File: src/hdl/pcbs_pkg.sv
// Shared types and constants for the per-class box suppression block.
`timescale 1ns / 1ps
package pcbs_pkg;

  localparam int MAX_BOXES_DEF = 64;
  localparam logic [15:0] THR_RESET = 16'd29491;
  // Wait cycles between the last scan cycle and the decision.
  // They cover the four register stages of the overlap unit.
  localparam int OVL_DRAIN = 3;

  typedef struct packed {
    logic [15:0] box_left;
    logic [15:0] box_top;
    logic [15:0] box_width;
    logic [15:0] box_height;
    logic [15:0] score;
    logic [7:0]  class_id;
    logic        frame_end;
  } pcbs_in_t;

  typedef struct packed {
    logic [15:0] out_left;
    logic [15:0] out_top;
    logic [15:0] out_width;
    logic [15:0] out_height;
    logic [15:0] out_score;
    logic [7:0]  out_class;
    logic        last_kept;
    logic        dropped_some;
  } pcbs_out_t;

  // One stored box as held in a cell.
  typedef struct packed {
    logic [15:0] left;
    logic [15:0] top;
    logic [15:0] width;
    logic [15:0] height;
    logic [15:0] score;
    logic [7:0]  class_id;
  } pcbs_entry_t;

  // Control for the cells of the ranking chain.
  typedef struct packed {
    logic ins;
    logic pop;
  } pcbs_sort_ctrl_t;

  // Control for the cells of the kept-box chain.
  typedef struct packed {
    logic rot;
    logic app;
    logic shl;
  } pcbs_kept_ctrl_t;

endpackage

File: src/hdl/pcbs_kept_cell.sv
// One cell of the kept-box chain: rotates past the overlap unit, appends, shifts out.
`timescale 1ns / 1ps
module pcbs_kept_cell
  import pcbs_pkg::*;
(
  input  logic            clk,
  input  pcbs_kept_ctrl_t ctrl,
  input  logic            is_tail,
  input  logic            is_app,
  input  pcbs_entry_t     head_entry,
  input  pcbs_entry_t     next_entry,
  input  pcbs_entry_t     cand,
  output pcbs_entry_t     entry
);

  pcbs_entry_t entry_r;

  assign entry = entry_r;

  // The tail of the occupied part takes the head during a rotation.
  always_ff @(posedge clk) begin
    if (ctrl.rot) begin
      entry_r <= is_tail ? head_entry : next_entry;
    end else if (ctrl.app && is_app) begin
      entry_r <= cand;
    end else if (ctrl.shl) begin
      entry_r <= next_entry;
    end
  end

endmodule

File: config.mk
export PLATFORM = sky130hd
export DESIGN_NAME = pcbs_kept_cell
export DESIGN_NICKNAME = d
export VERILOG_FILES = /design/src/hdl/pcbs_pkg.sv /design/src/hdl/pcbs_kept_cell.sv
export SDC_FILE = /design/constraint.sdc
export NUM_CORES = 1
export LEC_CHECK = 0
export ABC_CLOCK_PERIOD_IN_PS = 3100
export BUFFER_PORTS_ARGS = -buffer_cell sky130_fd_sc_hd__buf_2
export CAP_MARGIN = 20
export CORE_AREA = 2 2 140 142
export DETAILED_ROUTE_END_ITERATION = 7
export DIE_AREA = 0 0 142 144
export PLACE_DENSITY_LB_ADDON = 0.2
export SKIP_LAST_GASP = 1
export SLEW_MARGIN = 20
export SYNTH_ARGS = -nofsm -noshare
export SYNTH_HDL_FRONTEND = slang
export SYNTH_SLANG_ARGS = --single-unit
export TNS_END_PERCENT = 20
File: constraint.sdc
create_clock -name clk -period 3.1 [get_ports clk]
set_input_delay 0.155 -clock clk [delete_from_list [all_inputs] [get_ports clk]]
set_output_delay 0.155 -clock clk [all_outputs]
set_load 0.005 [all_outputs]
==> metrics <==
slowest stage delay, CP=0.52 ns; via count=5366; Slowest-stage cell, CP=buf_4; Netlist cell types=15; Worst EP arrival=1.35 ns; root buffer cell=clkbuf_16; area of the die=20450 sq um; clk sinks=88; layout cells sized above 1=0.4637; Cell Pwr Density=439.0 nW/um^2; Slew Limit Fails=0; Crit path buffers/inverters=2; setup bufs post-CTS=0; DRT Pass-1 Iters=4; initial antenna violation count=0; HPWL after detailed placement=13260 um; routability congestion estimate=0.7755; Layout area overhead=41.05%; setup ws final=1.714 ns; die width=142 um; Die Y=144 um; final instance area=7666 sq um; CP Class=in2reg; vias per cell=5.038; Initial Utilization=0.2849; internal power=2.477 mW; Tightest Pin Transition=0.8892 ns; CTS Hold Bufs=0; gr ovfl total=0; logic gate share of total power=0.221; WP data required=3.07 ns; final setup vio count=0; port bufs=357; cells after synthesis=500; Hold Path Stages=2; CTS tree=done; most common cell after layout, fill and taps aside=buf_2; CTS Buffer Depth=2; I/O Pins=358; max cap viols=0; DRT iter0 DRCs=208; Final Util=0.4018; Seq/Total Area, Yosys=0.4862; max reg flops=88; number of buffers created by CTS=9; drt drc=0; final hold viol count=0; RSZ-0062 raised after global routing=no; hold_ws=0.1159 ns; Net Sw Frac=0.2639; part of the power in registers=0.456; Setup WS pre-CTS=1.357 ns; crit path capture type=flop; first-pass GRT wire length=26990 um; status=finished, final reports clean; Post-Route WL=18780 um; core area=19080 sq um; Post-Syn Nets=770; H-tree depth=3; Detail Route Antenna Nets=0; NetSw=0.8881 mW; Row Count=51; Tcrit/Tclk final=0.4471; post-synth top area cell=edfxtp_1; setup TNS=0 ns; clock-pin slew on the worst setup and hold paths=0.06 ns; Nets=1091; CP Max Fanout=48; Clk pwr share=0.323; worst path cell trace=buf_2 > nand2_4 > nand2_4 > buf_4; pin count of the biggest net entering global routing=91; startpoint types=primary input; Top delay family on crit path=buffers and inverters; DR WL/cell=17.63 um; CTS resizes=0; commonest cells after routing, fill and taps aside=355 x buf_2, 88 x edfxtp_1; Pleak=3.747 nW; fmax=721.4 MHz; hold endpoint=entry[86]; Worst Hold Class=in2reg; Hold Crit Start=next_entry[86]; crit path time final=1.386 ns; GRT Overall Usage=0.1705; Synth area leaders=edfxtp_1 49%, mux2i_1 16%, a211oi_1 12%, and3_1 10%, a21oi_1 8.0%; maximum vdd drop=0.2356 mV; mapped cell area=5435 sq um; Post-Syn Area per Cell=10.87 sq um; Synth Warn #=0; placed cell area=7376 sq um; Rel. slew slack=0.4072; Seq cells post-synth=88; most used cell, CP=nand2_4; vias in the first global route=4927; Yosys top cell area share=0.4862
## layout make-up
type	instances	area (sq um)
well taps	238	297.8
repair buffers	367	1879
diodes	1	2.502
clock inverters	7	62.56
multi-input cells	355	2556
clock buffers	9	225.2
flip-flops and latches	88	2643
fillers	1948	11410
## power by group through the flow
| stage | sequential, mW | clock (mW) | combinational [mW] |
|---|---|---|---|
| 6_report | 1.53 | 1.09 | 0.745 |
| 5_1_grt | 1.55 | 1.15 | 0.824 |
| 4_1_cts | 1.54 | 1.12 | 0.756 |
| 3_5_place_dp | 1.56 | 0 | 0.754 |
| 3_3_place_gp | 1.56 | 0 | 0.757 |
| 2_1_floorplan | 1.59 | 0 | 0.308 |
## per-stage QoR
stage | power (mW) | std cells
after floorplan | 1.895 | 500
after global placement | 2.314 | 1048
after detailed placement | 2.314 | 1048
after CTS | 3.414 | 1064
after global routing | 3.524 | 1064
final | 3.365 | 1065
## Yosys cell counts, drive strengths merged
cell and instances:
clkbuf 31, buf 26, nand2 3, mux2i 87, o32a 1, and3 87, a21oi 87, nor2 1
edfxtp 88, o21ai 1, a211oi 87, o21a 1
## layer usage
metal / up-vias / routed length (um) / part of all wire / GRT usage
li1: 2634 / - / - / -
met1: 2463 / 7834 / 0.42 / 0.2058
met2: 238 / 9155 / 0.49 / 0.2921
met3: 31 / 1353 / 0.072 / 0.04371
met4: 0 / 438 / 0.023 / 0.06684
met5: - / 0 / 0 / 0
## worst max path at each step
stage                     cells past startpoint   endpoint  slack, ns  startpoint
after CTS                                     4  entry[36]       1.70     ctrl[1]
after global placement                        4  entry[36]       1.36     ctrl[1]
after floorplan                               5   entry[0]       0.08     ctrl[2]
after global routing                          4  entry[43]       1.62     ctrl[1]
final                                         4  entry[43]       1.71     ctrl[1]
after detailed placement                      4  entry[50]       1.36     ctrl[1]
## cell families (layout without fill, tap and decap cells)
group	Yosys count	count (layout)	synth area share
AO/OA/AOI/OAI	177	177	0.2044
buffers and inverters	57	383	0.04581
flip-flops	88	88	0.4862
AND/OR/NAND/NOR	91	91	0.1034
multiplexers	87	87	0.1602
other	0	1	0
(Power assumes the default switching activity.)
