File: config.mk
export PLATFORM = sky130hd
export DESIGN_NAME = pcbs_sort_cell
export DESIGN_NICKNAME = d
export VERILOG_FILES = /design/src/hdl/pcbs_pkg.sv /design/src/hdl/pcbs_sort_cell.sv
export SDC_FILE = /design/constraint.sdc
export NUM_CORES = 1
export LEC_CHECK = 0
export BUFFER_PORTS_ARGS = -buffer_cell sky130_fd_sc_hd__clkbuf_2
export CAP_MARGIN = 40
export CORE_AREA = 2 2 139 141
export CTS_BUF_LIST = sky130_fd_sc_hd__clkbuf_8
export DETAILED_ROUTE_END_ITERATION = 8
export DIE_AREA = 0 0 141 143
export HOLD_SLACK_MARGIN = 0.08
export PLACE_DENSITY = 0.65
export SYNTH_ARGS = -nofsm -noshare
export SYNTH_HDL_FRONTEND = slang
export SYNTH_SLANG_ARGS = --single-unit
File: constraint.sdc
create_clock -name clk -period 8 [get_ports clk]
set_clock_uncertainty 0.05 [all_clocks]
set_input_delay 1.2 -clock clk [delete_from_list [all_inputs] [get_ports clk]]
set_output_delay 1.2 -clock clk [all_outputs]
set_load 0.1 [all_outputs]
File: src/hdl/pcbs_pkg.sv
// Shared types and constants for the per-class box suppression block.
`timescale 1ns / 1ps
package pcbs_pkg;

  localparam int MAX_BOXES_DEF = 64;
  localparam logic [15:0] THR_RESET = 16'd29491;
  // Wait cycles between the last scan cycle and the decision.
  // They cover the four register stages of the overlap unit.
  localparam int OVL_DRAIN = 3;

  typedef struct packed {
    logic [15:0] box_left;
    logic [15:0] box_top;
    logic [15:0] box_width;
    logic [15:0] box_height;
    logic [15:0] score;
    logic [7:0]  class_id;
    logic        frame_end;
  } pcbs_in_t;

  typedef struct packed {
    logic [15:0] out_left;
    logic [15:0] out_top;
    logic [15:0] out_width;
    logic [15:0] out_height;
    logic [15:0] out_score;
    logic [7:0]  out_class;
    logic        last_kept;
    logic        dropped_some;
  } pcbs_out_t;

  // One stored box as held in a cell.
  typedef struct packed {
    logic [15:0] left;
    logic [15:0] top;
    logic [15:0] width;
    logic [15:0] height;
    logic [15:0] score;
    logic [7:0]  class_id;
  } pcbs_entry_t;

  // Control for the cells of the ranking chain.
  typedef struct packed {
    logic ins;
    logic pop;
  } pcbs_sort_ctrl_t;

  // Control for the cells of the kept-box chain.
  typedef struct packed {
    logic rot;
    logic app;
    logic shl;
  } pcbs_kept_ctrl_t;

endpackage

File: src/hdl/pcbs_sort_cell.sv
// One cell of the ranking chain: holds a box, takes part in sorted insert and pop.
`timescale 1ns / 1ps
module pcbs_sort_cell
  import pcbs_pkg::*;
(
  input  logic            clk,
  input  logic            rst_n,
  input  pcbs_sort_ctrl_t ctrl,
  input  pcbs_entry_t     new_entry,
  input  pcbs_entry_t     prev_entry,
  input  logic            prev_valid,
  input  logic            prev_lt,
  input  pcbs_entry_t     next_entry,
  input  logic            next_valid,
  output pcbs_entry_t     entry,
  output logic            valid,
  output logic            lt
);

  pcbs_entry_t entry_r;
  logic        valid_r;

  // An empty cell or a lower score yields its place to the new box; ties stay ahead.
  assign lt    = !valid_r || (entry_r.score < new_entry.score);
  assign entry = entry_r;
  assign valid = valid_r;

  // Valid flag.
  always_ff @(posedge clk) begin
    if (!rst_n) begin
      valid_r <= 1'b0;
    end else if (ctrl.pop) begin
      valid_r <= next_valid;
    end else if (ctrl.ins && lt) begin
      valid_r <= prev_lt ? prev_valid : 1'b1;
    end
  end

  // Payload.
  always_ff @(posedge clk) begin
    if (ctrl.pop) begin
      entry_r <= next_entry;
    end else if (ctrl.ins && lt) begin
      entry_r <= prev_lt ? prev_entry : new_entry;
    end
  end

endmodule

==> flow_summary_export.csv <==
group,metric,value,unit
critical_path,r2r-start,"entry[11]",
critical_path,cp-end-kind,"primary output",
sta,finalCriticalPeriod,4.38,ns
sta,period_share,54.7,%
logic_synthesis,yosysWarnings,0,
finish,final_common_cell,"clkbuf_2",
routing,drt_iter0_drc,105,
floorplanning,initial_utilization,26.3,%
clocking,clk_latency,0.36,ns
power,p_leak,3.67,nW
place,numPortBuffers,360,
grt,antenna_found_initial,0,
grt,grt_max_degree,96,
finish,synthToLayoutAreaGrowth,46.1,%
logic_synthesis,syn_inst,447,
clocking,cts.sinks,89,
sta,final-max-slew-violation-count,0,
logic_synthesis,avgSynthCellArea,10.9,sq um
critical_path,cp.required,6.75,ns
power,peakVddDrop,0.0000788,V
clocking,postCtsHoldBufs,0,
floorplanning,die_w,141,um
grt,grt.overflow.total,0,
logic_synthesis,synth.cell_area,4880,sq um
critical_path,cp-start-kind,"input pin",
clocking,cts_tree,"done",
hold_path,hold_path.class,"reg2reg",
clocking,clkSlewWorstSetupHoldPaths,0.10,ns
sta,rsz0062_at_grt,"false",
finish,final_cell_mix,"clkbuf_2 (358), nand2_1 (94), mux2i_1 (89)",
finish,nNetsFinal,1080,
clocking,htree_num_levels,3,
clocking,clockBufferDepth,2,
sta,setup-tns-final,0,ns
routing,drc,0,
routing,drt-total-wl,15.1,mm
outcome,outcome,"complete, no violations",
place,dp_cells,1017,
finish,num_antenna_cells,0,
sta,relSlewSlack,48.7,%
run,maxCapViolCount,0,
logic_synthesis,ys_seq_elements,89,
grt,grt_pass1_vias,4360,
critical_path,critPathKind,"in2out",
finish,stdcell_count,1033,
routing,vias_per_cell,4.36,
floorplanning,num_io_pins,361,
critical_path,cp-startpoint,"new_entry[19]",
logic_synthesis,synth_cell_type_count,24,
logic_synthesis,synthTopCellsByArea,"edfxtp_1 (54%), mux2i_1 (18%), o21ai_0 (8.1%)",
floorplanning,core,18600,sq um
finish,drive_above_1_share,48.1,%
critical_path,cp.arrival,3.13,ns
routing,post_drt_wl_per_cell,14.6,um
floorplanning,core.rowCount,50,
critical_path,crit_end,"lt",
routing,drt_pre_antenna_iters,5,
floorplanning,design.die.area,20200,sq um
logic_synthesis,yosysSeqAreaShare,54.6,%
logic_synthesis,yosysTopAreaCell,"edfxtp_1",
place,place.gp.congestion,0.812,
place,dpl.hpwl,12.3,mm
power,powerDensity,205,nW/um^2
critical_path,reg2reg_to,"entry[63]",
routing,num_vias,4501,
logic_synthesis,synth_top_area_share,54.1,%
logic_synthesis,synth_nets,733,
grt,grt_pass1_wl,22.1,mm
critical_path,rrSetupSlack,5.04,ns
floorplanning,die_h,143,um
sta,setup_viol,0,
critical_path,ff2ff_path_depth,7,
clocking,post-cts-setup-buffers,0,
routing,ant_nets,0,
sta,fmax,228,MHz
clocking,numCtsBuffers,9,
sta,worstMarginPinSlew,0.769,ns
clocking,cts_resized,0,
grt,globalRouteTotalUtil,14.3,%
sta,hold_viol_final,0,
critical_path,critPathMaxFanout,3,
clocking,root_buffer,"clkbuf_8",
[flip-flops by register name, indices dropped and copies added, names as in the netlist]
register  count
valid         1
entry        88
[kinds of logic (layout without fill, tap and decap cells)]
group / count (synthesis) / count (layout) / share of synthesized area [%]
adder cells (fa/ha/maj): 15 / 15 / 3.85
AO/OA/AOI/OAI: 106 / 106 / 11.3
AND/OR/NAND/NOR: 102 / 102 / 8.43
buffers and inverters: 46 / 398 / 3.64
multiplexers: 89 / 89 / 18.3
flip-flops: 89 / 89 / 54.6
[worst min path at each step]
stage | start | end | slack (ns) | cells past startpoint
detailed placement | valid | valid | 0.66 | 3
CTS | valid | valid | 0.68 | 3
finish | valid | valid | 0.68 | 3
floorplan | valid | valid | 1.06 | 3
global placement | valid | valid | 0.66 | 3
global route | valid | valid | 0.76 | 3
[per-stage QoR]
step                      util [%]  instance area (sq um)  setup WS [ns]  hold slack [ns]  total power (W)
after floorplan                  -                   4880          0.813             1.06          0.00106
after global placement        37.2                   6910           3.62            0.657          0.00119
after detailed placement      37.5                   6960           3.62            0.663          0.00120
after CTS                     38.4                   7130           3.60            0.681          0.00149
after global routing          38.4                   7130           3.53            0.761          0.00154
final                         38.4                   7130           3.62            0.677          0.00146
[layer usage]
layer,up-vias,GRT usage (%),wire length [um]
met5,-,0,0
met4,0,3.84,178
met3,13,5.57,1390
met2,201,26.3,7820
met1,1976,15.4,5690
li1,2311,-,-
[synth_stat cells]
cell        n
clkbuf_1   20
mux2i_1    89
buf_1       6
edfxtp_1   88
nand2_1    94
o211a_1     1
and4_1      1
ha_1       15
buf_2       4
a21oi_1     8
inv_1      16
a2111oi_0   1
or4_1       1
o21ai_0    79
a31oi_1     1
dfxtp_1     1
o21ai_1    14
nand2b_1    2
nand3_2     1
o211ai_2    1
and4_4      1
o21a_1      1
nor2_1      1
nand3_1     1
[where the power goes]
| part | switching, W | internal (W) | total [W] |
|---|---|---|---|
| Clock | 0.000169 | 0.000113 | 0.000281 |
| Combinational | 0.000469 | 0.000126 | 0.000595 |
| Sequential | 0.0000162 | 0.000573 | 0.000589 |
| Total | 0.000654 | 0.000811 | 0.00146 |
[layout make-up]
type                    instances  area (sq um)
clock buffers                   9           124
clock inverters                 7          46.3
fillers                      1876         11400
inverters                      16          60.1
multi-input cells             312          2060
flip-flops and latches         89          2660
well taps                     234           293
repair buffers                366          1890
[worst max-delay path, stage by stage]
cell,delay [ns]
clkbuf_2,0.10
inv_1,0.05
ha_1,0.31
and4_1,0.25
o211ai_2,0.09
or4_1,0.52
nand3_2,0.16
nand2_1,0.07
clkbuf_2,0.38
Note: power is estimated with default switching activity, not from simulation.
