**src/hdl/pcbs_pkg.sv**
```systemverilog
// Shared types and constants for the per-class box suppression block.
`timescale 1ns / 1ps
package pcbs_pkg;

  localparam int MAX_BOXES_DEF = 64;
  localparam logic [15:0] THR_RESET = 16'd29491;
  // Wait cycles between the last scan cycle and the decision.
  // They cover the four register stages of the overlap unit.
  localparam int OVL_DRAIN = 3;

  typedef struct packed {
    logic [15:0] box_left;
    logic [15:0] box_top;
    logic [15:0] box_width;
    logic [15:0] box_height;
    logic [15:0] score;
    logic [7:0]  class_id;
    logic        frame_end;
  } pcbs_in_t;

  typedef struct packed {
    logic [15:0] out_left;
    logic [15:0] out_top;
    logic [15:0] out_width;
    logic [15:0] out_height;
    logic [15:0] out_score;
    logic [7:0]  out_class;
    logic        last_kept;
    logic        dropped_some;
  } pcbs_out_t;

  // One stored box as held in a cell.
  typedef struct packed {
    logic [15:0] left;
    logic [15:0] top;
    logic [15:0] width;
    logic [15:0] height;
    logic [15:0] score;
    logic [7:0]  class_id;
  } pcbs_entry_t;

  // Control for the cells of the ranking chain.
  typedef struct packed {
    logic ins;
    logic pop;
  } pcbs_sort_ctrl_t;

  // Control for the cells of the kept-box chain.
  typedef struct packed {
    logic rot;
    logic app;
    logic shl;
  } pcbs_kept_ctrl_t;

endpackage

```
**src/hdl/pcbs_overlap.sv**
```systemverilog
// Pipelined overlap test: intersection * 65536 > threshold * union.
`timescale 1ns / 1ps
module pcbs_overlap
  import pcbs_pkg::*;
(
  input  logic        clk,
  input  logic        rst_n,
  input  logic        in_vld,
  input  pcbs_entry_t box_a,
  input  pcbs_entry_t box_b,
  input  logic [15:0] thr,
  output logic        hit
);

  logic [16:0] ar, br, ab, bb, x1, x2, y1, y2, iw, ih;
  logic        s1_v_r, s2_v_r, s3_v_r, hit_r;
  logic [16:0] s1_iw_r, s1_ih_r;
  logic [31:0] s1_aa_r, s1_ba_r;
  logic [33:0] s2_inter_r, s3_inter_r;
  logic [32:0] s2_asum_r, uni;
  logic [48:0] s3_rhs_r;

  // Stage one: clipped extents and both areas.
  always_comb begin
    ar = {1'b0, box_a.left} + {1'b0, box_a.width};
    br = {1'b0, box_b.left} + {1'b0, box_b.width};
    ab = {1'b0, box_a.top} + {1'b0, box_a.height};
    bb = {1'b0, box_b.top} + {1'b0, box_b.height};
    x1 = (box_a.left > box_b.left) ? {1'b0, box_a.left} : {1'b0, box_b.left};
    y1 = (box_a.top > box_b.top) ? {1'b0, box_a.top} : {1'b0, box_b.top};
    x2 = (ar < br) ? ar : br;
    y2 = (ab < bb) ? ab : bb;
    iw = (x2 > x1) ? x2 - x1 : 17'd0;
    ih = (y2 > y1) ? y2 - y1 : 17'd0;
  end

  // Stage three union; it never goes below the intersection.
  assign uni = s2_asum_r - {1'b0, s2_inter_r[31:0]} - {s2_inter_r[33:32], 31'd0};

  always_ff @(posedge clk) begin
    s1_iw_r    <= iw;
    s1_ih_r    <= ih;
    s1_aa_r    <= box_a.width * box_a.height;
    s1_ba_r    <= box_b.width * box_b.height;
    s2_inter_r <= s1_iw_r * s1_ih_r;
    s2_asum_r  <= {1'b0, s1_aa_r} + {1'b0, s1_ba_r};
    s3_inter_r <= s2_inter_r;
    s3_rhs_r   <= thr * uni;
  end

  // Valid tags and the final compare; a zero intersection never suppresses.
  always_ff @(posedge clk) begin
    if (!rst_n) begin
      s1_v_r <= 1'b0;
      s2_v_r <= 1'b0;
      s3_v_r <= 1'b0;
      hit_r  <= 1'b0;
    end else begin
      s1_v_r <= in_vld;
      s2_v_r <= s1_v_r;
      s3_v_r <= s2_v_r;
      hit_r  <= s3_v_r && (s3_inter_r != 34'd0) &&
                ({s3_inter_r, 16'd0} > {1'b0, s3_rhs_r});
    end
  end

  assign hit = hit_r;

endmodule

```
**config.mk**
```make
export PLATFORM = sky130hd
export DESIGN_NAME = pcbs_overlap
export DESIGN_NICKNAME = d
export VERILOG_FILES = /design/src/hdl/pcbs_pkg.sv /design/src/hdl/pcbs_overlap.sv
export SDC_FILE = /design/constraint.sdc
export NUM_CORES = 2
export LEC_CHECK = 0
export ABC_AREA = 1
export BUFFER_PORTS_ARGS = -buffer_cell sky130_fd_sc_hd__buf_2
export CORE_UTILIZATION = 45
export CTS_CLUSTER_DIAMETER = 40
export CTS_CLUSTER_SIZE = 10
export DETAILED_ROUTE_END_ITERATION = 10
export MAX_ROUTING_LAYER = met4
export PLACE_DENSITY = 0.62
export SLEW_MARGIN = 0
export SYNTH_ARGS = -nofsm -noshare
export SYNTH_HDL_FRONTEND = slang
export SYNTH_SLANG_ARGS = --single-unit
```
**constraint.sdc**
```tcl
create_clock -name clk -period 6.95 [get_ports clk]
set_input_delay 0.3475 -clock clk [delete_from_list [all_inputs] [get_ports clk]]
set_output_delay 0.3475 -clock clk [all_outputs]
set_load 0.05 [all_outputs]
```
==> results.md <==
Die:
- The floorplan step defined a die boundary enclosing 0.1420 mm2.
- The vertical extent of the die is 376.9 um.
- The core region is 0.1395 mm2.
- The number of placement rows is 137.
- The I/O pin count is 196.
- The effective utilization at floorplan is 45.32%.
- The die outline width is 376.9 um.

Placement:
- The HPWL after detailed placement is 178.6 mm.
- The placement-stage cell area is 0.06854 mm2.
- At the end of routability-driven placement, the weighted congestion stood at 1.025.
- In this run the tool buffered the top-level ports with 147 buffer cells.

CTS:
- The depth of the CTS H-tree is 2.
- The clock sink count is 252.
- Clock tree synthesis inserted a total of 47 buffers.
- The register clock-pin slew on the reported worst setup and hold paths is 0.05 ns.
- The clock insertion delay at the later pin of the skew report is 0.59 ns.
- The clock tree from TritonCTS is yes.
- CTS placed an instance of sky130_fd_sc_hd__clkbuf_16 at the clock tree root.
- No sink is reached through more buffers than the 3 on the longest clock path.

Critical path:
- The cell with the most instances on the worst path is sky130_fd_sc_hd__fa_1.
- Of all nets on the critical path, the largest fanout is 7.
- The startpoint class of the critical path is a flop.
- On the critical path, the stage with the largest delay is an instance of sky130_fd_sc_hd__fa_1.
- For this run, the slowest stage of the critical path takes 0.58 ns.
- The data arrival time of the worst path is 7.41 ns.
- At the worst endpoint, the required time is 7.43 ns.
- The endpoint type of the worst setup path is a flop.
- The classification of the worst setup path is flop to flop.

Yosys:
- For this run, the leading register cell type out of synthesis is sky130_fd_sc_hd__dfxtp_1.
- The simple-gate area share of the yosys netlist is 21.55%.
- The top cell type by area accounts for 33.34% of the synthesized area.
- The count of flip-flops with a built-in enable after synthesis is 0.
- The portion of netlist area occupied by mux cells is 0%.
- The combinational family with the most area after synthesis is adder cells.
- The synthesized design spends more area on one cell type than any other, namely sky130_fd_sc_hd__fa_1.
- Synthesis produced a netlist whose cell count is 8622.
- For this run, the number of Yosys warnings is 0.
- The most common cell in the synthesized netlist is sky130_fd_sc_hd__nand2_1.
- The count of distinct cell types in the synthesized netlist is 38.
- The register area share after synthesis is 7.978%.
- Summing the areas of all compound-gate instances in the mapped netlist gives 6.146% of the synthesized area.
- The commonest cells after synthesis are 2126 x sky130_fd_sc_hd__nand2_1, 2035 x sky130_fd_sc_hd__inv_1, 1053 x sky130_fd_sc_hd__fa_1.
- The average instance in the mapped netlist occupies 7.334 um2.
- After synthesis, the cell types taking the most area are sky130_fd_sc_hd__fa_1 33%, sky130_fd_sc_hd__ha_1 14%, sky130_fd_sc_hd__nand2_1 13%.
- The synthesized net count is 10.59k.
- Of the total synthesized cell area, the portion taken by XOR and XNOR cells is 2.766%.
- The post-synth design cell area is 0.06323 mm2.
- In this run, synthesis produced a sequential element count of 252.
- The adder and majority gate portion of the synthesized area is 47.62%.
- Of all flip-flops after synthesis, the portion carrying an async set or reset was 0%.

Route:
- Dividing the detail-routed via count by the number of cells gives 5.172.
- Across all layers, the routed design uses 56.43k vias.
- After detailed routing, the average wire length per cell comes to 19.23 um.
- The remaining antenna violation count after routing is 0.
- The number of detailed-route iterations in the first pass is 6.
- For this run, design rule violations remaining after detail routing come to 0.
- For this block, the initial DRC count from the detailed router was 3594.
- Wires add up to 209.8 mm.

Global route:
- The number of antenna violations at the first check in global routing is 5.
- For this run, the total global-route usage over all layers was measured as 30.55%.
- The maximum number of pins on one net before global-route repair is 33.
- The global-route congestion overflow total is 0.
- The first-pass GRT wire length is 326.2 mm.
- The via count of the first global-routing pass was 58.18k.

STA:
- Setup repair after global routing could not meet its margin everywhere.
- The final-report hold violation count came to 0.
- The final number of max-transition violations is 0.
- In this run the tightest slew margin relative to its limit is 12.99%.
- The count of final setup violators is 0.
- The total negative slack for setup checks is 0 ns.
- For the final database, setup skew stands at 0.02887 ns.
- At the pin with the least slew margin, the transition time is 1.304 ns.
- Based on the critical path, the design can be clocked at up to 0.1443 GHz.
- Of the available clock period, the critical path in the final layout requires 99.73%.
- After layout, the minimum clock period comes to 6.931 ns.

Finish:
- The share of post-route cells with drive strength above 1 is 14.64%.
- The post-route cell area is 0.07393 mm2.
- In the final design database the tool counted 10.97k nets.
- Compared with the post-synthesis result, the final layout area differs by 16.92%.

Job:
- The reported max-cap violation count is 0.

Hold path:
- The worst hold-check path type is input pin to flop.

Outcome:
- The flow ran to the end, and the final reports show no timing, DRC or antenna violations.
## stage by stage
step | setup slack (ns) | utilization, % | hold slack [ns] | instances
finish | 0.01865 | 52.98 | 0.2336 | 10910
floorplan | 0.4544 | - | 0.3308 | 8622
global placement | -0.4213 | 49.12 | 0.3427 | 10770
CTS | -0.01478 | 51.16 | 0.2053 | 10860
global route | -0.2248 | 52.98 | 0.2236 | 10910
detailed placement | -0.4865 | 49.12 | 0.3484 | 10770
## final cells by class
| cell class | instances | area, um2 |
|---|---|---|
| fillers | 13690 | 65600 |
| multi-input cells | 6031 | 52420 |
| inverters | 2044 | 7706 |
| flip-flops and latches | 252 | 5074 |
| repair buffers | 621 | 4807 |
| well taps | 1876 | 2347 |
| clock buffers | 51 | 1221 |
| clock inverters | 30 | 341.6 |
| diodes | 6 | 15.01 |
## worst max-delay path, delay by kind of cell, from the launching register on
| family | cells | cell delay (ns) |
|---|---|---|
| adder cells (fa/ha/maj) | 9 | 4.02 |
| buffers and inverters | 8 | 0.74 |
| flip-flops | 1 | 0.31 |
| AND/OR/NAND/NOR | 13 | 1.75 |
## per-layer routing
| layer | wire (um) | share of wire [%] | GRT usage [%] |
|---|---|---|---|
| met5 | 0 | 0 | - |
| met4 | 8584 | 4.1 | 10.97 |
| met3 | 11030 | 5.3 | 2.840 |
| met2 | 102700 | 49 | 51.63 |
| met1 | 87500 | 42 | 38.02 |
## state kept, by name, summed over array words and instances (netlist names), 17 cells and up
signal and flops:
s3_rhs_r 49, s2_inter_r 34, s3_inter_r 34, s2_asum_r 33
s1_aa_r 32, s1_ba_r 32, s1_ih_r 17, s1_iw_r 17
## cells by family after synthesis
family	Yosys count
AO/OA/AOI/OAI	711
XOR/XNOR	198
adder cells (fa/ha/maj)	1775
buffers and inverters	2339
flip-flops	252
AND/OR/NAND/NOR	3347
## layout by cell type (no fill, tap or decap), types with 29 or more instances in the layout
cell type and count:
sky130_fd_sc_hd__a21o_1 30, sky130_fd_sc_hd__a21oi_1 297, sky130_fd_sc_hd__a21oi_2 47, sky130_fd_sc_hd__buf_2 147
sky130_fd_sc_hd__buf_4 399, sky130_fd_sc_hd__buf_6 44, sky130_fd_sc_hd__clkbuf_16 49, sky130_fd_sc_hd__dfxtp_1 231
sky130_fd_sc_hd__fa_1 1023, sky130_fd_sc_hd__fa_2 30, sky130_fd_sc_hd__ha_1 657, sky130_fd_sc_hd__ha_4 61
sky130_fd_sc_hd__inv_1 1974, sky130_fd_sc_hd__inv_2 60, sky130_fd_sc_hd__nand2_1 1971, sky130_fd_sc_hd__nand2_2 102
sky130_fd_sc_hd__nand2_4 56, sky130_fd_sc_hd__nand3_1 383, sky130_fd_sc_hd__nand3_2 35, sky130_fd_sc_hd__nand3b_1 29
sky130_fd_sc_hd__nand4_1 79, sky130_fd_sc_hd__nor2_1 481, sky130_fd_sc_hd__nor2_2 52, sky130_fd_sc_hd__nor2_4 52
sky130_fd_sc_hd__nor3_1 40, sky130_fd_sc_hd__o21ai_0 163, sky130_fd_sc_hd__o21bai_1 36, sky130_fd_sc_hd__xnor2_1 64
sky130_fd_sc_hd__xor2_1 130
## worst paths after layout
| check | startpoint | end | slack [ns] | depth (start not counted) |
|---|---|---|---|---|
| hold / removal | box_b[24] | s1_ba_r[0]$_DFF_P_ | 0.23 | 3 |
| setup / recovery | s2_asum_r[10]$_DFF_P_ | s3_rhs_r[37]$_DFF_P_ | 0.02 | 30 |
| hold reg to reg | s2_inter_r[0]$_DFF_P_ | s3_inter_r[0]$_DFF_P_ | 0.34 | 0 |
| setup reg to reg | s2_asum_r[10]$_DFF_P_ | s3_rhs_r[37]$_DFF_P_ | 0.02 | 30 |
## repair_timing
action / 4_1_cts / 5_1_grt
pin swaps: 64 / 209
setup buffers: 11 / 40
endpoints found under the hold margin: 3 / 0
endpoints found under the setup margin: 37 / 39
gates cloned: 2 / 3
hold buffers: 3 / 0
gates resized for setup: 271 / 593
Power is left out: the tool's default activity adds up to more than one toggle a clock period on the data nets, which glitch-free logic cannot reach.
